### src/design/slc_pkg.sv
`default_nettype none

package slc_pkg;

   // Sequence counter default width and output width
   localparam int unsigned SEQ_BITS_DEFAULT = 16;
   localparam int unsigned SEQ_OUT_BITS     = 16;

   // Configuration register indexes and reset values
   localparam int unsigned CSR_INDEX_BITS = 1;
   localparam int unsigned CSR_DATA_BITS  = 8;
   localparam logic [CSR_INDEX_BITS-1:0] CSR_RETRY_PERIOD   = 1'd0;
   localparam logic [CSR_INDEX_BITS-1:0] CSR_GIVE_UP_PERIOD = 1'd1;
   localparam logic [CSR_DATA_BITS-1:0]  RETRY_PERIOD_RESET   = 8'd10;
   localparam logic [CSR_DATA_BITS-1:0]  GIVE_UP_PERIOD_RESET = 8'd60;

   // Stream bus widths
   localparam int unsigned REQ_TDATA_BITS = 8;
   localparam int unsigned REQ_TUSER_BITS = 4;
   localparam int unsigned RSP_TDATA_BITS = 32;

   // Event codes
   typedef enum logic [3:0] {
      REQ_CREATE        = 4'd0,
      REQ_CONNECT       = 4'd1,
      REQ_ADDED         = 4'd2,
      REQ_ACCEPTED      = 4'd3,
      REQ_REMOVED       = 4'd4,
      REQ_REJECTED      = 4'd5,
      REQ_SERVER_CLOSED = 4'd6,
      REQ_CLOSE         = 4'd7,
      REQ_TICK          = 4'd8,
      REQ_DESYNC        = 4'd9,
      REQ_TX_SLOT       = 4'd10,
      REQ_RX_PACKET     = 4'd11,
      REQ_RX_MISS       = 4'd12
   } req_kind_type;

   // Stream status codes
   typedef enum logic [2:0] {
      ST_CONNECTING    = 3'd0,
      ST_FAILED        = 3'd1,
      ST_ESTABLISHED   = 3'd2,
      ST_ACCEPT_WAIT   = 3'd3,
      ST_REMOTE_CLOSED = 3'd4,
      ST_REOPENED      = 3'd5,
      ST_CLOSE_WAIT    = 3'd6
   } status_type;

   localparam logic [2:0] START_STATUS_INVALID = 3'd7;

   // Management message kinds
   typedef enum logic [1:0] {
      SME_NONE    = 2'd0,
      SME_CONNECT = 2'd1,
      SME_CLOSED  = 2'd2
   } sme_type;

   // Redundancy levels
   localparam logic [2:0] RED_NONE            = 3'd0;
   localparam logic [2:0] RED_DOUBLE          = 3'd1;
   localparam logic [2:0] RED_DOUBLE_SPATIAL  = 3'd2;
   localparam logic [2:0] RED_TRIPLE          = 3'd3;
   localparam logic [2:0] RED_TRIPLE_SPATIAL  = 3'd4;

   // Slots per redundancy period
   localparam logic [1:0] SLOTS_ONE   = 2'd1;
   localparam logic [1:0] SLOTS_TWO   = 2'd2;
   localparam logic [1:0] SLOTS_THREE = 2'd3;

   typedef logic signed [8:0] timer_type;

   // One input transaction
   typedef struct packed {
      logic [3:0] req_type;
      logic       app_packet_ready;
      logic [2:0] redundancy_level;
      logic [2:0] start_status;
   } req_item_type;

   // One result transaction, last field in the lowest bits
   typedef struct packed {
      logic [SEQ_OUT_BITS-1:0] seq_no;
      logic                    tx_has_packet;
      logic                    tx_fetch;
      logic                    period_received;
      logic                    period_done;
      logic                    deletable;
      logic [1:0]              sme_kind;
      logic [2:0]              status;
   } result_type;

endpackage

`default_nettype wire

### src/design/slc_input_stage.sv
`default_nettype none

module slc_input_stage (
   input  wire logic                 clock,
   input  wire logic                 reset,
   input  wire logic                 req_tvalid,
   output logic                      req_tready,
   input  wire slc_pkg::req_item_type req_item,
   input  wire logic                 advance,
   output logic                      item_valid,
   output slc_pkg::req_item_type     item
);

   logic                  valid_ff;
   logic                  valid_in;
   slc_pkg::req_item_type item_ff;
   logic                  take;

   // Accept a new transaction when empty or when the held one moves on
   assign req_tready = !valid_ff || advance;
   assign take       = req_tvalid && req_tready;

   always_comb begin
      valid_in = valid_ff;
      if (take) begin
         valid_in = 1'b1;
      end else if (advance) begin
         valid_in = 1'b0;
      end
   end

   always_ff @(posedge clock) begin
      if (reset) begin
         valid_ff <= 1'b0;
      end else begin
         valid_ff <= valid_in;
      end
   end

   // Hold the payload; no reset needed
   always_ff @(posedge clock) begin
      if (take) begin
         item_ff <= req_item;
      end
   end

   assign item_valid = valid_ff;
   assign item       = item_ff;

endmodule

`default_nettype wire

### src/design/slc_event_core.sv
`default_nettype none

module slc_event_core #(
   parameter int unsigned SEQ_BITS = slc_pkg::SEQ_BITS_DEFAULT
) (
   input  wire logic                                clock,
   input  wire logic                                reset,
   input  wire logic                                csr_wen,
   input  wire logic [slc_pkg::CSR_INDEX_BITS-1:0]  csr_index,
   input  wire logic [slc_pkg::CSR_DATA_BITS-1:0]   csr_wdata,
   input  wire slc_pkg::req_item_type               item,
   input  wire logic                                advance,
   output slc_pkg::result_type                      result_in
);

   // Configuration
   logic [slc_pkg::CSR_DATA_BITS-1:0] retry_period_ff;
   logic [slc_pkg::CSR_DATA_BITS-1:0] give_up_period_ff;

   // Stream state
   slc_pkg::status_type   status_ff,        status_in;
   slc_pkg::timer_type    retry_timer_ff,   retry_timer_in;
   slc_pkg::timer_type    give_up_timer_ff, give_up_timer_in;
   logic [1:0]            rx_slot_count_ff, rx_slot_count_in;
   logic [1:0]            tx_slot_count_ff, tx_slot_count_in;
   logic [1:0]            slots_ff,         slots_in;
   logic                  got_packet_ff,    got_packet_in;
   logic                  tx_latched_ff,    tx_latched_in;
   logic [SEQ_BITS-1:0]   sequence_ff,      sequence_in;

   slc_pkg::timer_type    retry_reload;
   slc_pkg::timer_type    give_up_reload;
   slc_pkg::timer_type    retry_dec;
   slc_pkg::timer_type    give_up_dec;
   logic [1:0]            rx_next;
   logic [1:0]            tx_next;
   logic                  rx_gp;
   logic [31:0]           seq_wide;

   function automatic logic not_positive(slc_pkg::timer_type v);
      return v[8] || (v == '0);
   endfunction

   assign retry_reload   = slc_pkg::timer_type'({1'b0, retry_period_ff});
   assign give_up_reload = slc_pkg::timer_type'({1'b0, give_up_period_ff});
   assign retry_dec      = retry_timer_ff - 9'sd1;
   assign give_up_dec    = give_up_timer_ff - 9'sd1;
   assign rx_next        = rx_slot_count_ff + 2'd1;
   assign tx_next        = tx_slot_count_ff + 2'd1;
   assign rx_gp          = got_packet_ff || (item.req_type == slc_pkg::REQ_RX_PACKET);

   // Work out the next state and the result of the held event
   always_comb begin
      status_in        = status_ff;
      retry_timer_in   = retry_timer_ff;
      give_up_timer_in = give_up_timer_ff;
      rx_slot_count_in = rx_slot_count_ff;
      tx_slot_count_in = tx_slot_count_ff;
      slots_in         = slots_ff;
      got_packet_in    = got_packet_ff;
      tx_latched_in    = tx_latched_ff;
      sequence_in      = sequence_ff;
      result_in        = '0;

      case (item.req_type)
         slc_pkg::REQ_CREATE: begin
            status_in = (item.start_status == slc_pkg::START_STATUS_INVALID) ?
                        slc_pkg::ST_FAILED : slc_pkg::status_type'(item.start_status);
            retry_timer_in   = retry_reload;
            give_up_timer_in = give_up_reload;
            rx_slot_count_in = '0;
            tx_slot_count_in = '0;
            slots_in         = slc_pkg::SLOTS_ONE;
            got_packet_in    = 1'b0;
            tx_latched_in    = 1'b0;
            sequence_in      = '0;
         end
         slc_pkg::REQ_CONNECT: begin
            result_in.sme_kind = slc_pkg::SME_CONNECT;
         end
         slc_pkg::REQ_ADDED: begin
            if (status_ff == slc_pkg::ST_CONNECTING) begin
               status_in = slc_pkg::ST_ESTABLISHED;
            end else if (status_ff == slc_pkg::ST_REMOTE_CLOSED) begin
               status_in = slc_pkg::ST_REOPENED;
            end
            case (item.redundancy_level) inside
               slc_pkg::RED_NONE: begin
                  slots_in = slc_pkg::SLOTS_ONE;
               end
               slc_pkg::RED_DOUBLE, slc_pkg::RED_DOUBLE_SPATIAL: begin
                  slots_in = slc_pkg::SLOTS_TWO;
               end
               slc_pkg::RED_TRIPLE, slc_pkg::RED_TRIPLE_SPATIAL: begin
                  slots_in = slc_pkg::SLOTS_THREE;
               end
               default: begin
                  slots_in = slots_ff;
               end
            endcase
         end
         slc_pkg::REQ_ACCEPTED: begin
            if (status_ff == slc_pkg::ST_ACCEPT_WAIT) begin
               status_in = slc_pkg::ST_ESTABLISHED;
            end
         end
         slc_pkg::REQ_REMOVED: begin
            if (status_ff inside {slc_pkg::ST_ACCEPT_WAIT, slc_pkg::ST_CLOSE_WAIT}) begin
               result_in.deletable = 1'b1;
            end else if (status_ff inside {slc_pkg::ST_ESTABLISHED,
                                           slc_pkg::ST_REOPENED}) begin
               status_in = slc_pkg::ST_REMOTE_CLOSED;
            end
         end
         slc_pkg::REQ_REJECTED: begin
            if (status_ff == slc_pkg::ST_CONNECTING) begin
               status_in = slc_pkg::ST_FAILED;
            end
         end
         slc_pkg::REQ_SERVER_CLOSED: begin
            if (status_ff == slc_pkg::ST_ACCEPT_WAIT) begin
               status_in          = slc_pkg::ST_CLOSE_WAIT;
               result_in.sme_kind = slc_pkg::SME_CLOSED;
            end
         end
         slc_pkg::REQ_CLOSE: begin
            case (status_ff)
               slc_pkg::ST_ESTABLISHED: begin
                  status_in          = slc_pkg::ST_CLOSE_WAIT;
                  result_in.sme_kind = slc_pkg::SME_CLOSED;
               end
               slc_pkg::ST_REMOTE_CLOSED: begin
                  result_in.deletable = 1'b1;
               end
               slc_pkg::ST_REOPENED: begin
                  status_in = slc_pkg::ST_CLOSE_WAIT;
               end
               slc_pkg::ST_CLOSE_WAIT: begin
                  result_in.sme_kind = slc_pkg::SME_CLOSED;
               end
               default: begin
                  status_in = status_ff;
               end
            endcase
         end
         slc_pkg::REQ_TICK: begin
            // Run the retry and give-up timers while connecting, the retry timer alone while reopened or closing
            case (status_ff)
               slc_pkg::ST_CONNECTING: begin
                  if (not_positive(give_up_dec)) begin
                     retry_timer_in     = retry_reload;
                     give_up_timer_in   = give_up_reload;
                     status_in          = slc_pkg::ST_FAILED;
                     result_in.sme_kind = slc_pkg::SME_CLOSED;
                  end else if (not_positive(retry_dec)) begin
                     retry_timer_in     = retry_reload;
                     give_up_timer_in   = give_up_dec;
                     result_in.sme_kind = slc_pkg::SME_CONNECT;
                  end else begin
                     retry_timer_in   = retry_dec;
                     give_up_timer_in = give_up_dec;
                  end
               end
               slc_pkg::ST_REOPENED, slc_pkg::ST_CLOSE_WAIT: begin
                  if (not_positive(retry_timer_ff)) begin
                     retry_timer_in     = retry_reload;
                     result_in.sme_kind = slc_pkg::SME_CLOSED;
                  end else begin
                     retry_timer_in = retry_dec;
                  end
               end
               default: begin
                  retry_timer_in = retry_timer_ff;
               end
            endcase
         end
         slc_pkg::REQ_DESYNC: begin
            if (status_ff == slc_pkg::ST_CONNECTING) begin
               status_in = slc_pkg::ST_FAILED;
            end else if (status_ff inside {slc_pkg::ST_ACCEPT_WAIT,
                                           slc_pkg::ST_CLOSE_WAIT}) begin
               result_in.deletable = 1'b1;
            end else if (status_ff inside {slc_pkg::ST_ESTABLISHED,
                                           slc_pkg::ST_REOPENED}) begin
               status_in = slc_pkg::ST_REMOTE_CLOSED;
            end
         end
         slc_pkg::REQ_TX_SLOT: begin
            // Latch the packet flag on the first slot of a period
            if (tx_slot_count_ff == '0) begin
               result_in.tx_fetch = 1'b1;
               tx_latched_in      = item.app_packet_ready;
            end
            if (tx_next == '0 || tx_next >= slots_ff) begin
               tx_slot_count_in = '0;
               sequence_in      = sequence_ff + 1'b1;
            end else begin
               tx_slot_count_in = tx_next;
            end
            result_in.tx_has_packet = tx_latched_in;
         end
         slc_pkg::REQ_RX_PACKET, slc_pkg::REQ_RX_MISS: begin
            // Close the receive period after its last slot
            if (rx_next == '0 || rx_next >= slots_ff) begin
               rx_slot_count_in          = '0;
               sequence_in               = sequence_ff + 1'b1;
               result_in.period_done     = 1'b1;
               result_in.period_received = rx_gp;
               got_packet_in             = 1'b0;
            end else begin
               rx_slot_count_in = rx_next;
               got_packet_in    = rx_gp;
            end
         end
         default: begin
            status_in = status_ff;
         end
      endcase

      seq_wide         = 32'(sequence_in);
      result_in.status = status_in;
      result_in.seq_no = seq_wide[slc_pkg::SEQ_OUT_BITS-1:0];
   end

   // Configuration writes
   always_ff @(posedge clock) begin
      if (reset) begin
         retry_period_ff   <= slc_pkg::RETRY_PERIOD_RESET;
         give_up_period_ff <= slc_pkg::GIVE_UP_PERIOD_RESET;
      end else if (csr_wen) begin
         case (csr_index)
            slc_pkg::CSR_RETRY_PERIOD: begin
               retry_period_ff <= csr_wdata;
            end
            slc_pkg::CSR_GIVE_UP_PERIOD: begin
               give_up_period_ff <= csr_wdata;
            end
            default: begin
               retry_period_ff <= retry_period_ff;
            end
         endcase
      end
   end

   // Commit state when the event moves into the result register
   always_ff @(posedge clock) begin
      if (reset) begin
         status_ff        <= slc_pkg::ST_CONNECTING;
         retry_timer_ff   <= '0;
         give_up_timer_ff <= '0;
         rx_slot_count_ff <= '0;
         tx_slot_count_ff <= '0;
         slots_ff         <= slc_pkg::SLOTS_ONE;
         got_packet_ff    <= 1'b0;
         tx_latched_ff    <= 1'b0;
         sequence_ff      <= '0;
      end else if (advance) begin
         status_ff        <= status_in;
         retry_timer_ff   <= retry_timer_in;
         give_up_timer_ff <= give_up_timer_in;
         rx_slot_count_ff <= rx_slot_count_in;
         tx_slot_count_ff <= tx_slot_count_in;
         slots_ff         <= slots_in;
         got_packet_ff    <= got_packet_in;
         tx_latched_ff    <= tx_latched_in;
         sequence_ff      <= sequence_in;
      end
   end

`ifndef ASSERT_OFF
   // Connect failed is left only by a new create
   a_failed_sticks: assert property (@(posedge clock) disable iff (reset)
      (advance && status_ff == slc_pkg::ST_FAILED && item.req_type != slc_pkg::REQ_CREATE)
      |=> (status_ff == slc_pkg::ST_FAILED))
      else $error("failed status left without create");

   // A completed receive period restarts the slot count
   a_rx_period_restart: assert property (@(posedge clock) disable iff (reset)
      (advance && result_in.period_done) |=> (rx_slot_count_ff == '0))
      else $error("rx slot count not cleared at end of period");

   // The sequence only moves with a processed transaction
   a_seq_hold: assert property (@(posedge clock) disable iff (reset)
      !advance |=> $stable(sequence_ff))
      else $error("sequence changed without a transaction");
`endif

endmodule

`default_nettype wire

### src/design/slc_output_stage.sv
`default_nettype none

module slc_output_stage (
   input  wire logic                clock,
   input  wire logic                reset,
   input  wire logic                load,
   input  wire slc_pkg::result_type result_in,
   output logic                     free,
   output logic                     rsp_tvalid,
   input  wire logic                rsp_tready,
   output slc_pkg::result_type      result
);

   logic                valid_ff;
   logic                valid_in;
   slc_pkg::result_type result_ff;

   // Room for a new result when empty or when the held one is taken now
   assign free = !valid_ff || rsp_tready;

   always_comb begin
      valid_in = valid_ff;
      if (load) begin
         valid_in = 1'b1;
      end else if (rsp_tready) begin
         valid_in = 1'b0;
      end
   end

   always_ff @(posedge clock) begin
      if (reset) begin
         valid_ff <= 1'b0;
      end else begin
         valid_ff <= valid_in;
      end
   end

   always_ff @(posedge clock) begin
      if (load) begin
         result_ff <= result_in;
      end
   end

   assign rsp_tvalid = valid_ff;
   assign result     = result_ff;

endmodule

`default_nettype wire

### src/design/stream_lifecycle_controller.sv
// Accepted events wait in the input register; rsp_ shows results from the result register.
// Throughput: one event per clock while rsp_ is not stalled; the state update is one pass
//   between the input register and the result register, so events may follow back to back.
// Reset: synchronous, active high; clears both valid flags and resets the stream state
//   and the configuration registers (retry 10, give-up 60 ticks).
`default_nettype none

module stream_lifecycle_controller #(
   parameter int unsigned SEQ_BITS = slc_pkg::SEQ_BITS_DEFAULT
) (
   input  wire logic                                clock,
   input  wire logic                                reset,
   // Input events
   input  wire logic                                req_tvalid,
   output logic                                     req_tready,
   // [2:0] start_status, [5:3] redundancy_level, [6] app_packet_ready, [7] zero
   input  wire logic [slc_pkg::REQ_TDATA_BITS-1:0]  req_tdata,
   // [3:0] req_type
   input  wire logic [slc_pkg::REQ_TUSER_BITS-1:0]  req_tuser,
   // Results
   output logic                                     rsp_tvalid,
   input  wire logic                                rsp_tready,
   // [2:0] status, [4:3] sme_kind, [5] deletable, [6] period_done,
   // [7] period_received, [8] tx_fetch, [9] tx_has_packet, [25:10] seq_no,
   // [31:26] zero
   output logic [slc_pkg::RSP_TDATA_BITS-1:0]       rsp_tdata,
   // Configuration writes
   input  wire logic                                csr_wen,
   input  wire logic [slc_pkg::CSR_INDEX_BITS-1:0]  csr_index,
   input  wire logic [slc_pkg::CSR_DATA_BITS-1:0]   csr_wdata
);

   slc_pkg::req_item_type req_item;
   slc_pkg::req_item_type item;
   slc_pkg::result_type   result_in;
   slc_pkg::result_type   result;
   logic                  item_valid;
   logic                  out_free;
   logic                  advance;

   // Unpack the input transaction
   assign req_item.req_type         = req_tuser;
   assign req_item.app_packet_ready = req_tdata[6];
   assign req_item.redundancy_level = req_tdata[5:3];
   assign req_item.start_status     = req_tdata[2:0];

   // Move the held event on when the result register has room
   assign advance = item_valid && out_free;

   slc_input_stage u_input (
      .clock      (clock),
      .reset      (reset),
      .req_tvalid (req_tvalid),
      .req_tready (req_tready),
      .req_item   (req_item),
      .advance    (advance),
      .item_valid (item_valid),
      .item       (item)
   );

   slc_event_core #(
      .SEQ_BITS (SEQ_BITS)
   ) u_core (
      .clock     (clock),
      .reset     (reset),
      .csr_wen   (csr_wen),
      .csr_index (csr_index),
      .csr_wdata (csr_wdata),
      .item      (item),
      .advance   (advance),
      .result_in (result_in)
   );

   slc_output_stage u_output (
      .clock      (clock),
      .reset      (reset),
      .load       (advance),
      .result_in  (result_in),
      .free       (out_free),
      .rsp_tvalid (rsp_tvalid),
      .rsp_tready (rsp_tready),
      .result     (result)
   );

   // Pack the result, padded to whole bytes
   assign rsp_tdata = slc_pkg::RSP_TDATA_BITS'(result);

endmodule

`default_nettype wire

### config.mk
export PLATFORM = sky130hd
export DESIGN_NAME = stream_lifecycle_controller
export DESIGN_NICKNAME = d
export VERILOG_FILES = /design/src/design/slc_pkg.sv /design/src/design/slc_input_stage.sv /design/src/design/slc_event_core.sv /design/src/design/slc_output_stage.sv /design/src/design/stream_lifecycle_controller.sv
export SDC_FILE = /design/constraint.sdc
export NUM_CORES = 1
export LEC_CHECK = 0
export ABC_AREA = 1
export BUFFER_PORTS_ARGS = -buffer_cell sky130_fd_sc_hd__buf_4
export CELL_PAD_IN_SITES_DETAIL_PLACEMENT = 2
export CELL_PAD_IN_SITES_GLOBAL_PLACEMENT = 2
export CORE_ASPECT_RATIO = 0.5
export CORE_MARGIN = 2
export CORE_UTILIZATION = 34
export CTS_BUF_LIST = sky130_fd_sc_hd__clkbuf_16
export DETAILED_ROUTE_END_ITERATION = 16
export PLACE_DENSITY_LB_ADDON = 0.1
export SYNTH_ARGS = -nofsm -noshare
export SYNTH_HDL_FRONTEND = slang
export SYNTH_SLANG_ARGS = --single-unit
### constraint.sdc
create_clock -name clock -period 2.62 [get_ports clock]
set_input_delay 0.131 -clock clock [delete_from_list [all_inputs] [get_ports clock]]
set_output_delay 0.131 -clock clock [all_outputs]
set_load 0.02 [all_outputs]
== Yosys cells after proc, flatten, opt, wreduce, memory -nomap -nowiden ==
Index checks and enable logic that the tools add are counted.

* Add/subtract/negate cells: 5
* Order comparisons: 2
* Equality and inequality tests: 25
* Muxes and demuxes: 53
* Bitwise gates (word level): 1
* Reduce and logical (&&, ||, !) cells: 43

{| class="wikitable"
|+ Operator list
! operator !! count
|-
| 9-bit one-hot mux with 2 select lines || 3
|-
| 16-bit one-hot mux with 3 select lines || 1
|-
| 9-bit two-way mux || 5
|-
| 3-bit two-way mux || 12
|-
| 16-bit two-way mux || 2
|-
| 9-bit logical NOT || 3
|-
| 3-bit one-hot mux with 9 select lines || 1
|-
| 4-bit equality test, second input constant || 5
|-
| 2-bit two-way mux || 9
|-
| 9-bit by 2-bit subtractor with 9-bit output, second input constant || 2
|-
| 16-bit by 1-bit adder with 16-bit output, second input constant || 1
|-
| 4-bit by 3-bit equality test with 1-bit output, second input constant || 4
|-
| 2-bit one-hot mux with 2 select lines || 4
|-
| 2-bit nonzero test || 8
|-
| 3-bit equality test, second input constant || 5
|-
| 3-bit by 2-bit equality test with 1-bit output, second input constant || 4
|-
| 1-bit two-way mux || 12
|-
| 2-bit OR reduction || 6
|-
| 2-bit AND reduction || 5
|-
| 3-bit AND reduction || 3
|-
| 4-bit by 2-bit equality test with 1-bit output, second input constant || 2
|-
| 1-bit logical OR || 8
|-
| 2-bit one-hot mux with 4 select lines || 1
|-
| 2-bit logical NOT || 3
|-
| other kinds (14) || 20
|}

* Flip-flop bits (word level): 100
* Output and inout port bits: 34
* Logic and storage cells: 154

== Longest topological paths before layout ==
Gate-level depths: netlist of the first run.

* Word-level depth: 7
* Mapped depth: 16

== Hierarchy ==
From an unflattened synthesis of the first run, not the netlist that was laid out.

* Cells, all modules: 723
* Area total of the unflattened synthesis: 5460.2 um^2

{| class="wikitable"
|+ Modules (own cells, without submodules)
! module !! times used !! cells each !! area each (um^2) !! sequential area each (um^2)
|-
| slc_event_core || 1 || 666 || 4202.8 || 1221.2
|-
| slc_output_stage || 1 || 31 || 823.3 || 800.8
|-
| slc_input_stage || 1 || 17 || 377.9 || 350.3
|-
| stream_lifecycle_controller || 1 || 9 || 56.3 || 0.0
|}

== Worst setup path before layout of the first run ==
No wires, ideal clock.

* Path type: register -> register
* From: reg u_output.valid_ff, in the netlist u_output.rsp_tvalid
* To: reg u_output.result_ff (netlist bit u_output.result[0]) (enable)
* Library setup time: 0.401 ns
* Arrival time: 1.833 ns
* Setup slack: 0.386 ns
* Stages on the path, launching flop included: 6
* Buffers on the path: 2
* Path through: dfxtp_1 nand2_1 nand2_1 inv_1 clkbuf_1 clkbuf_1

* Cells in the longest elaborated chain, start to end: 3

{| class="wikitable"
|+ RTL lines
! what !! line !! source
|-
| from (decl) || slc_output_stage.sv:14 || <nowiki>logic valid_ff;</nowiki>
|-
| from (signal assigned) || slc_output_stage.sv:34 || <nowiki>valid_ff <= valid_in;</nowiki>
|-
| 1-bit logical NOT || slc_output_stage.sv:19 || <nowiki>assign free = !valid_ff || rsp_tready;</nowiki>
|-
| 1-bit logical OR || slc_output_stage.sv:19 ||
|-
| 1-bit logical AND || stream_lifecycle_controller.sv:48 || <nowiki>assign advance = item_valid && out_free;</nowiki>
|-
| net advance || stream_lifecycle_controller.sv:39 || <nowiki>logic advance;</nowiki>
|-
| to (signal assigned) || slc_output_stage.sv:40 || <nowiki>result_ff <= result_in;</nowiki>
|-
| to (decl) || slc_output_stage.sv:16 || <nowiki>slc_pkg::result_type result_ff;</nowiki>
|}

The timed path passes the listed nets, and every way through them passes these cells.
A chain may end at the register's enable or synchronous reset.

==> flow_summary.ini, run 1 <==
[synthesis]
ys_ff_latch = 100
synth_xor_area_frac = 0.00632
synth-simple-area-share = 0.243
synth_compound_area_frac = 0.192
synthAdderAreaFrac = 0.0293
synth.most_common_cell = nand2_1
synth_top_area_cell = dfxtp_1
mappedNetlistArea_um2 = 5540
ys_warn_count = 0
synth-edff-count = 37
synth_top_family_by_area = simple AND/OR/NAND/NOR gates
ys.flop_type = dfxtp_1
ys_types = 53
synthCells = 725
ys_async_sr_fraction = 0
synth_top_area_share = 0.227
ys_top_cells_by_area = dfxtp_1 (23%), edfxtp_1 (20%), nand2_1 (9.6%), inv_1 (6.1%), a21oi_1 (5.8%)
ys_seq_area_frac = 0.428
synthMuxAreaShare = 0
synthTopCellsByCount = nand2_1 (142), inv_1 (90), nor2_1 (72), a21oi_1 (64), dfxtp_1 (63)
synth.avg_cell_area_um2 = 7.65

[die]
io_pins = 60
die_y_um = 94.3
dieArea_um2 = 17400
die_w_um = 185
start_util = 0.354
core_area_um2 = 15700
rows = 32

[job]
maxCapViolations = 0

[route]
drt_iter0_markers = 198
drc = 0
finalWirelength_um = 17300
met1_length_um = 8180
wl_met3_um = 346
postRouteAntennaNets = 0
routed.top_layer = met4
vias = 5161
vias_per_cell = 5.08
route.detailed.wl_per_inst_um = 17.0
met2_length_um = 8550
drtPass1Iterations = 4

[timing]
finalHoldViolCount = 0
tns_ns = 0
slew_viol_final = 0
tightest_slew_ns = 0.642
clock.fmax_mhz = 401
worst_slack_ns = 0.129
min_period_ns = 2.49
period_share = 0.951
finalSetupViolations = 0
maxSlewHeadroom = 0.571
fin_skew_ns = 0.0147

[global_routing]
antenna_found_initial = 0
overflow = 0
grt_util_all_layers = 0.212
grt_pass1_vias = 5525
grt_first_pass_wirelength_um = 28700
grt_max_degree = 32

[layout]
final_core_util = 0.420
drive_above_1_share = 0.164
antenna_cells = 0
nets = 829
area_growth_pct = 18.6

[placed_design]
portBuffers = 52
hpwl_um = 12600
place_congestion = 0.789
place_ws_ns = 0.00715

[cts]
clock_sinks = 100
root_buffer = clkbuf_16
clk_pin_slew_ns = 0.08
clk_latency_ns = 0.36
cts_setup_buffers = 0
htree_levels = 3
clk_path_buf_depth = 2
tritoncts = built
cts_buffers = 9

[setup_path]
start_kind = flip-flop
r2r_setup_slack_ns = 0.13
reg2reg_to = u_output.result[20]
crit_path_start = u_core.tx_slot_count_ff[0]
reg2reg_depth = 11
cp_max_fo = 5
arrival_ns = 2.60
r2r_start = u_core.tx_slot_count_ff[0]
cp-end-kind = flip-flop
worstSetupPathType = flip-flop to flip-flop
required_ns = 2.73

[worst_hold_path]
min_from = csr_wdata[3]
whs_endpoint = u_core.retry_period_ff[3]
holdPathStages = 3
min_path_type = primary input to flip-flop

[pwr]
powerDensity_nw_per_um2 = 550
vdd_ir_drop_max_uv = 264
cellLeakagePower_nw = 2.84

[run_status]
status = finished, final reports clean
-- per-stage QoR --
step | hold slack (ns) | area, um2 | power (W) | instances
4_1_cts | 0.0114 | 6570 | 0.00365 | 1016
2_1_floorplan | 0.230 | 5560 | 0.00212 | 730
3_3_place_gp | 0.310 | 6150 | 0.00229 | 987
5_1_grt | 0.0196 | 6580 | 0.00379 | 1016
6_report | 0.0200 | 6580 | 0.00362 | 1016
3_5_place_dp | 0.311 | 6150 | 0.00231 | 987
-- layer usage --
metal,up-vias,track usage
li1,2539,-
met1,2558,0.261
met2,46,0.387
met3,18,0.0360
met4,0,0.0533
met5,-,0
-- flip-flops by register name (all words and copies together) (netlist names) --
| register | flops |
|---|---|
| u_input.item | 11 |
| u_core.retry_period_ff | 8 |
| u_core.give_up_period_ff | 8 |
| u_core.status_ff | 3 |
| u_core.tx_latched_ff | 1 |
| u_input.item_valid | 1 |
| u_core.give_up_timer_ff | 9 |
| u_core.sequence_ff | 16 |
| u_core.retry_timer_ff | 9 |
| u_core.slots_ff | 2 |
| u_output.result | 26 |
| u_core.tx_slot_count_ff | 2 |
| u_output.rsp_tvalid | 1 |
| u_core.rx_slot_count_ff | 2 |
| u_core.got_packet_ff | 1 |
-- critical path: stages, from the launching register on --
cell	delay, ns
dfxtp_1	0.37
inv_1	0.09
ha_1	0.33
ha_1	0.29
a21boi_2	0.18
nor3_2	0.08
and2_2	0.22
nor2_4	0.17
o21ai_1	0.13
o21ai_1	0.16
o31a_1	0.19
inv_1	0.05
-- worst max-delay path by stage --
stage                            end
3_5_place_dp     u_output.result[20]
5_1_grt        u_core.sequence_ff[9]
6_report         u_output.result[20]
4_1_cts        u_core.sequence_ff[2]
3_3_place_gp     u_output.result[20]
2_1_floorplan     u_output.result[0]
-- power breakdown --
part / leakage, nW / internal (W) / switching (W)
logic: 1.83 / 0.000187 / 0.000348
clock network: 0.141 / 0.000662 / 0.000664
registers: 0.871 / 0.00169 / 0.0000615
-- kinds of logic after synthesis --
logic type,Yosys count
simple gates,305
flops,100
buf+inv,129
other cells,1
xor+xnor,4
compound gates,173
fa+ha+maj,13
-- timing repair --
action	4_1_cts	5_1_grt
hold endpoints to repair	13	0
setup endpoints to repair	1	19
hold buffers	13	0
resized for setup	1	3
pin swaps	1	0
-- cell usage in the layout (no fill, tap or decap), drive strengths merged, types with 5 or more instances in the layout --
master,instances
nand3,50
o211ai,12
clkbuf,9
nor2,85
ha,13
a211oi,6
a31oi,10
nor3,11
a21oi,67
nand4,6
nand2,148
clkinv,5
o21ai,65
edfxtp,37
conb,6
inv,103
buf,64
dfxtp,63
dlygate4sd3,13
-- area by class of cell --
class / instances / area (um2)
fillers: 1836 / 9080
multi-input cells: 501 / 2640
flip-flops and latches: 100 / 2370
repair buffers: 77 / 623
inverters: 101 / 382
well taps: 221 / 277
clock buffers: 9 / 225
clock inverters: 7 / 57.6
(Power assumes the default switching activity.)
==> inputs of run 2 (changes only) <==
--- a/config.mk
+++ b/config.mk
@@ -14,6 +14,7 @@
 export CORE_UTILIZATION = 34
 export CTS_BUF_LIST = sky130_fd_sc_hd__clkbuf_16
 export DETAILED_ROUTE_END_ITERATION = 16
+export MAX_ROUTING_LAYER = met4
 export PLACE_DENSITY_LB_ADDON = 0.1
 export SYNTH_ARGS = -nofsm -noshare
 export SYNTH_HDL_FRONTEND = slang
==> run 2 against run 1 <==
  * Wire length decreased by 0.32%
  * Non-clock buffer count unchanged
  * Sequential cell count unchanged
  * Sequential share of layout area unchanged
  * First-iteration DRC count decreased by 6.6%
  * Critical path depth unchanged
  * Utilization unchanged
  * Power decreased by 0.23%
  * Die area unchanged
  * Clock power about the same
  * Maximum frequency increased by 0.19%
  * Via count decreased by 0.17%
  * Critical endpoint unchanged
  * Largest power group unchanged
  * Highest routed layer unchanged
==> flow_summary.ini, run 2 (synthesized netlist as in run 1, its figures left out) <==
[run_status]
status = finished, final reports clean

[die]
io_pins = 60
dieArea_um2 = 17400
core_area_um2 = 15700
die_y_um = 94.3
start_util = 0.354
rows = 32
die_w_um = 185

[layout]
final_cell_mix = nand2_1 (142), inv_1 (89), nor2_1 (72)
antenna_cells = 0
area_growth_pct = 18.6
final_cells = 1016
final_common_cell = nand2_1
nets = 829
largest_reg_flops = 26
drive_above_1_share = 0.164

[cts]
tritoncts = built
clk_pin_slew_ns = 0.08
root_buffer = clkbuf_16
clk_latency_ns = 0.36
clock_sinks = 100
htree_levels = 3
cts_buffers = 9
clk_path_buf_depth = 2

[setup_path]
r2r_setup_slack_ns = 0.13
crit_path_start = u_core.tx_slot_count_ff[0]
worstSetupPathType = flip-flop to flip-flop
cp-end-kind = flip-flop
reg2reg_to = u_output.result[20]
reg2reg_depth = 11
r2r_start = u_core.tx_slot_count_ff[0]
arrival_ns = 2.59
required_ns = 2.73
start_kind = flip-flop
cp_max_fo = 5

[job]
maxCapViolations = 0

[global_routing]
overflow = 0
grt_first_pass_wirelength_um = 28600
grt_util_all_layers = 0.218
grt_max_degree = 32
antenna_found_initial = 0
grt_pass1_vias = 5525

[worst_hold_path]
whs_endpoint = u_core.retry_period_ff[3]
holdPathStages = 3
min_from = csr_wdata[3]
min_path_type = primary input to flip-flop

[route]
postRouteAntennaNets = 0
drc = 0
drtPass1Iterations = 4
finalWirelength_um = 17300
drt_iter0_markers = 185
vias = 5152
vias_per_cell = 5.07
route.detailed.wl_per_inst_um = 17.0

[placed_design]
dp.cells = 987
hpwl_um = 12600
portBuffers = 52
place_congestion = 0.800

[timing]
finalSetupViolations = 0
slew_viol_final = 0
period_share = 0.949
min_period_ns = 2.49
finalHoldViolCount = 0
tns_ns = 0
tightest_slew_ns = 0.646
fin_skew_ns = 0.0132
maxSlewHeadroom = 0.569
clock.fmax_mhz = 402

[pwr]
swShare = 0.295
p_switching_w = 0.00107
p_int_w = 0.00254
comb_power_share = 0.148
vdd_ir_drop_max_uv = 264
pwr-share-clk = 0.365
cellLeakagePower_nw = 2.84
powerDensity_nw_per_um2 = 548
p_seq_frac = 0.486
## run 2: cell counts in the layout (fill, tap and decap cells not counted)
Identical to the previous run, type by type.
## run 2: worst max path at each step
stage | slack, ns | endpoint
finish | 0.13 | u_output.result[20]
global route | -0.02 | u_core.sequence_ff[9]
CTS | 0.02 | u_core.sequence_ff[2]
detailed placement | 0.007 | u_output.result[20]
global placement | 0.19 | u_output.result[20]
floorplan | 0.39 | u_output.result[0]
## run 2: metrics by stage
stage	hold slack, ns	utilization	power, W	cell area [um2]	setup WS, ns
after floorplan	0.230	-	0.00212	5560	0.386
after global placement	0.310	0.393	0.00229	6150	0.191
after detailed placement	0.311	0.393	0.00231	6150	0.00715
after CTS	0.0114	0.420	0.00365	6570	0.0213
after global routing	0.0199	0.420	0.00379	6580	-0.0157
final	0.0231	0.420	0.00361	6580	0.134
## run 2: final cells by class
type | count | area [um2]
clock buffer | 9 | 225
timing repair buffer | 77 | 623
inverter | 101 | 382
fill | 1836 | 9080
clock inverter | 7 | 57.6
tap | 221 | 277
multi-input combinational | 501 | 2640
sequential | 100 | 2370
## run 2: per-layer routing
metal | track usage | up-vias | share of wire
met5 | - | - | 0
met4 | 0.0553 | 0 | 0.013
met3 | 0.0337 | 20 | 0.020
met2 | 0.387 | 48 | 0.50
met1 | 0.262 | 2548 | 0.47
li1 | - | 2536 | -
## run 2: critical path: stages (launching register included)
cell	delay, ns
dfxtp_1	0.36
inv_1	0.09
ha_1	0.33
ha_1	0.28
a21boi_2	0.18
nor3_2	0.08
and2_2	0.21
nor2_4	0.17
o21ai_1	0.13
o21ai_1	0.16
o31a_1	0.19
inv_1	0.05
## run 2: what timing repair did
item,4_1_cts,5_1_grt
gates resized for setup,1,3
hold buffers,13,0
hold endpoints to repair,13,0
setup buffers,0,0
pin swaps,1,0
setup endpoints to repair,1,20
## run 2: power by group through the flow
stage | clock [W] | sequential [W] | combinational (W)
detailed placement | 0 | 0.00179 | 0.000520
CTS | 0.00136 | 0.00175 | 0.000540
floorplan | 0 | 0.00180 | 0.000326
global placement | 0 | 0.00179 | 0.000500
global route | 0.00143 | 0.00177 | 0.000596
finish | 0.00132 | 0.00176 | 0.000535
==> inputs of run 3 (changes only) <==
--- a/config.mk
+++ b/config.mk
@@ -18,4 +18,5 @@
 export PLACE_DENSITY_LB_ADDON = 0.1
 export SYNTH_ARGS = -nofsm -noshare
 export SYNTH_HDL_FRONTEND = slang
+export SYNTH_HIERARCHICAL = 1
 export SYNTH_SLANG_ARGS = --single-unit
==> run 3 against run 2 <==
  * Non-clock buffer count decreased by 1
  * Register-to-register slack improved by 0.09 ns
  * Critical endpoint is now u_core/sequence_ff[3]
  * Clock power about the same
==> flow_summary.ini, run 3 <==
[route]
postRouteAntennaNets = 0
finalWirelength_um = 17300
drtPass1Iterations = 4
vias = 5094
vias_per_cell = 5.10
drc = 0
route.detailed.wl_per_inst_um = 17.3
drt_iter0_markers = 174

[setup_path]
crit_chain = inv_1 -> ha_1 -> ha_1 -> a21boi_2 -> nor3_1 -> o21ai_2 -> buf_4 -> a21oi_1 -> a21oi_2 -> nor2_1 -> a211oi_2
cp_max_fo = 7
cp-end-kind = flip-flop
required_ns = 2.89
worstSetupPathType = flip-flop to flip-flop
path_delay_family = compound AO/OA/AOI/OAI gates
critPathMaxStageDelay_ns = 0.37
arrival_ns = 2.66
path_buf_inv = 2
cp_slowest_cell = dfxtp_1
r2r_setup_slack_ns = 0.23
path_common_cell = ha_1
start_kind = flip-flop

[placed_design]
place_congestion = 0.831
portBuffers = 52
hpwl_um = 12300

[synthesis]
ys_warn_count = 6
ys_seq_area_frac = 0.434
mappedNetlistArea_um2 = 5460
synth.avg_cell_area_um2 = 7.55
ys_async_sr_fraction = 0
synth-edff-count = 37
ys.flop_type = dfxtp_1
synthCells = 723
ys_types = 49
ys_top_cells_by_area = dfxtp_1 (23%), edfxtp_1 (20%), nand2_1 (9.8%), inv_1 (6.1%), a21oi_1 (5.2%)
synthTopCellsByCount = nand2_1 (142), inv_1 (89), nor2_1 (74), dfxtp_1 (63), a21oi_1 (57)
synth.most_common_cell = nand2_1
synth_top_area_share = 0.231
synth_top_area_cell = dfxtp_1
ys_ff_latch = 100

[cts]
tritoncts = built
clk_pin_slew_ns = 0.08
htree_levels = 3
clk_latency_ns = 0.36
root_buffer = clkbuf_16
cts_buffers = 9
clk_path_buf_depth = 2
clock_sinks = 100

[layout]
area_growth_pct = 18.6
final_core_util = 0.417
final_common_cell = nand2_1
final_cell_mix = nand2_1 (142), inv_1 (89), nor2_1 (74)
largest_reg_flops = 26
drive_above_1_share = 0.169
antenna_cells = 0
nets = 827

[die]
die_w_um = 183
start_util = 0.351
dieArea_um2 = 17200
core_area_um2 = 15500
rows = 32
die_y_um = 93.6
io_pins = 60

[timing]
finalSetupViolations = 0
clock.fmax_mhz = 418
fin_hold_ws_ns = 0.0133
slew_viol_final = 0
min_period_ns = 2.39
period_share = 0.914
tightest_slew_ns = 0.710
maxSlewHeadroom = 0.527
fin_skew_ns = 0.0151
tns_ns = 0
finalHoldViolCount = 0

[global_routing]
overflow = 0
grt_max_degree = 59
grt_util_all_layers = 0.219
antenna_found_initial = 0
grt_pass1_vias = 5639
grt_first_pass_wirelength_um = 28700

[pwr]
cellLeakagePower_nw = 2.83
vdd_ir_drop_max_uv = 323
powerDensity_nw_per_um2 = 572

[run_status]
status = finished, final reports clean

[worst_hold_path]
min_path_type = primary input to flip-flop

[job]
maxCapViolations = 0
==> run 3: routing by layer <==
metal / vias to the layer above / track usage / part of all wire
li1: 2507 / - / -
met1: 2528 / 0.259 / 0.47
met2: 45 / 0.396 / 0.50
met3: 14 / 0.0397 / 0.021
met4: 0 / 0.0447 / 0.012
met5: - / - / 0
==> run 3: path summary, 6_finish.rpt <==
path,depth (start not counted),from,end
worst max-delay path,11,u_core/tx_slot_count_ff[0],u_core/sequence_ff[3]
worst min-delay path,3,csr_wdata[1],u_core/retry_period_ff[1]
worst max register to register,11,u_core/tx_slot_count_ff[0],u_core/sequence_ff[3]
worst min register to register,2,u_core/tx_latched_ff,u_core/tx_latched_ff
==> run 3: worst min-delay path, cell delays in order <==
cell and delay, ns:
buf_4 0.09, nand2_1 0.05, o211ai_1 0.07
==> run 3: cell type report <==
type / count / area [um2]
clock buffer: 9 / 225
clock inverter: 7 / 58.8
fill: 1821 / 9060
inverter: 107 / 404
multi-input combinational: 495 / 2560
sequential: 100 / 2370
tap: 204 / 255
timing repair buffer: 76 / 601
==> run 3: stage by stage <==
stage | total power (W) | area [um2] | std cells | setup slack, ns
after CTS | 0.00375 | 6460 | 996 | 0.0754
after floorplan | 0.00220 | 5480 | 728 | 0.164
after global routing | 0.00390 | 6480 | 998 | -0.0368
after global placement | 0.00239 | 6050 | 968 | 0.139
final | 0.00371 | 6480 | 998 | 0.225
after detailed placement | 0.00241 | 6050 | 968 | -0.0545
==> run 3: kinds of logic (layout without fill, tap and decap cells) <==
kind of cell,Yosys count,after routing,synth area share
compound gates,162,162,0.178
xor+xnor,3,3,0.00481
fa+ha+maj,12,12,0.0275
buf+inv,133,199,0.101
flops,100,100,0.434
other cells,1,6,0.000687
simple gates,312,312,0.253
==> run 3: report_power, final <==
| part | switching (W) | total, W | leakage [nW] | internal [W] |
|---|---|---|---|---|
| clock | 0.000646 | 0.00131 | 0.137 | 0.000661 |
| combinational | 0.000409 | 0.000622 | 1.82 | 0.000212 |
| sequential | 0.0000688 | 0.00178 | 0.872 | 0.00171 |
| total | 0.00112 | 0.00371 | 2.83 | 0.00258 |
==> run 3: repair_timing <==
action | 4_1_cts | 5_1_grt
hold buffers | 12 | 0
endpoints found under the setup margin | 4 | 6
buffers inserted | 0 | 2
endpoints found under the hold margin | 12 | 0
pin swaps | 0 | 1
gates resized for setup | 1 | 1
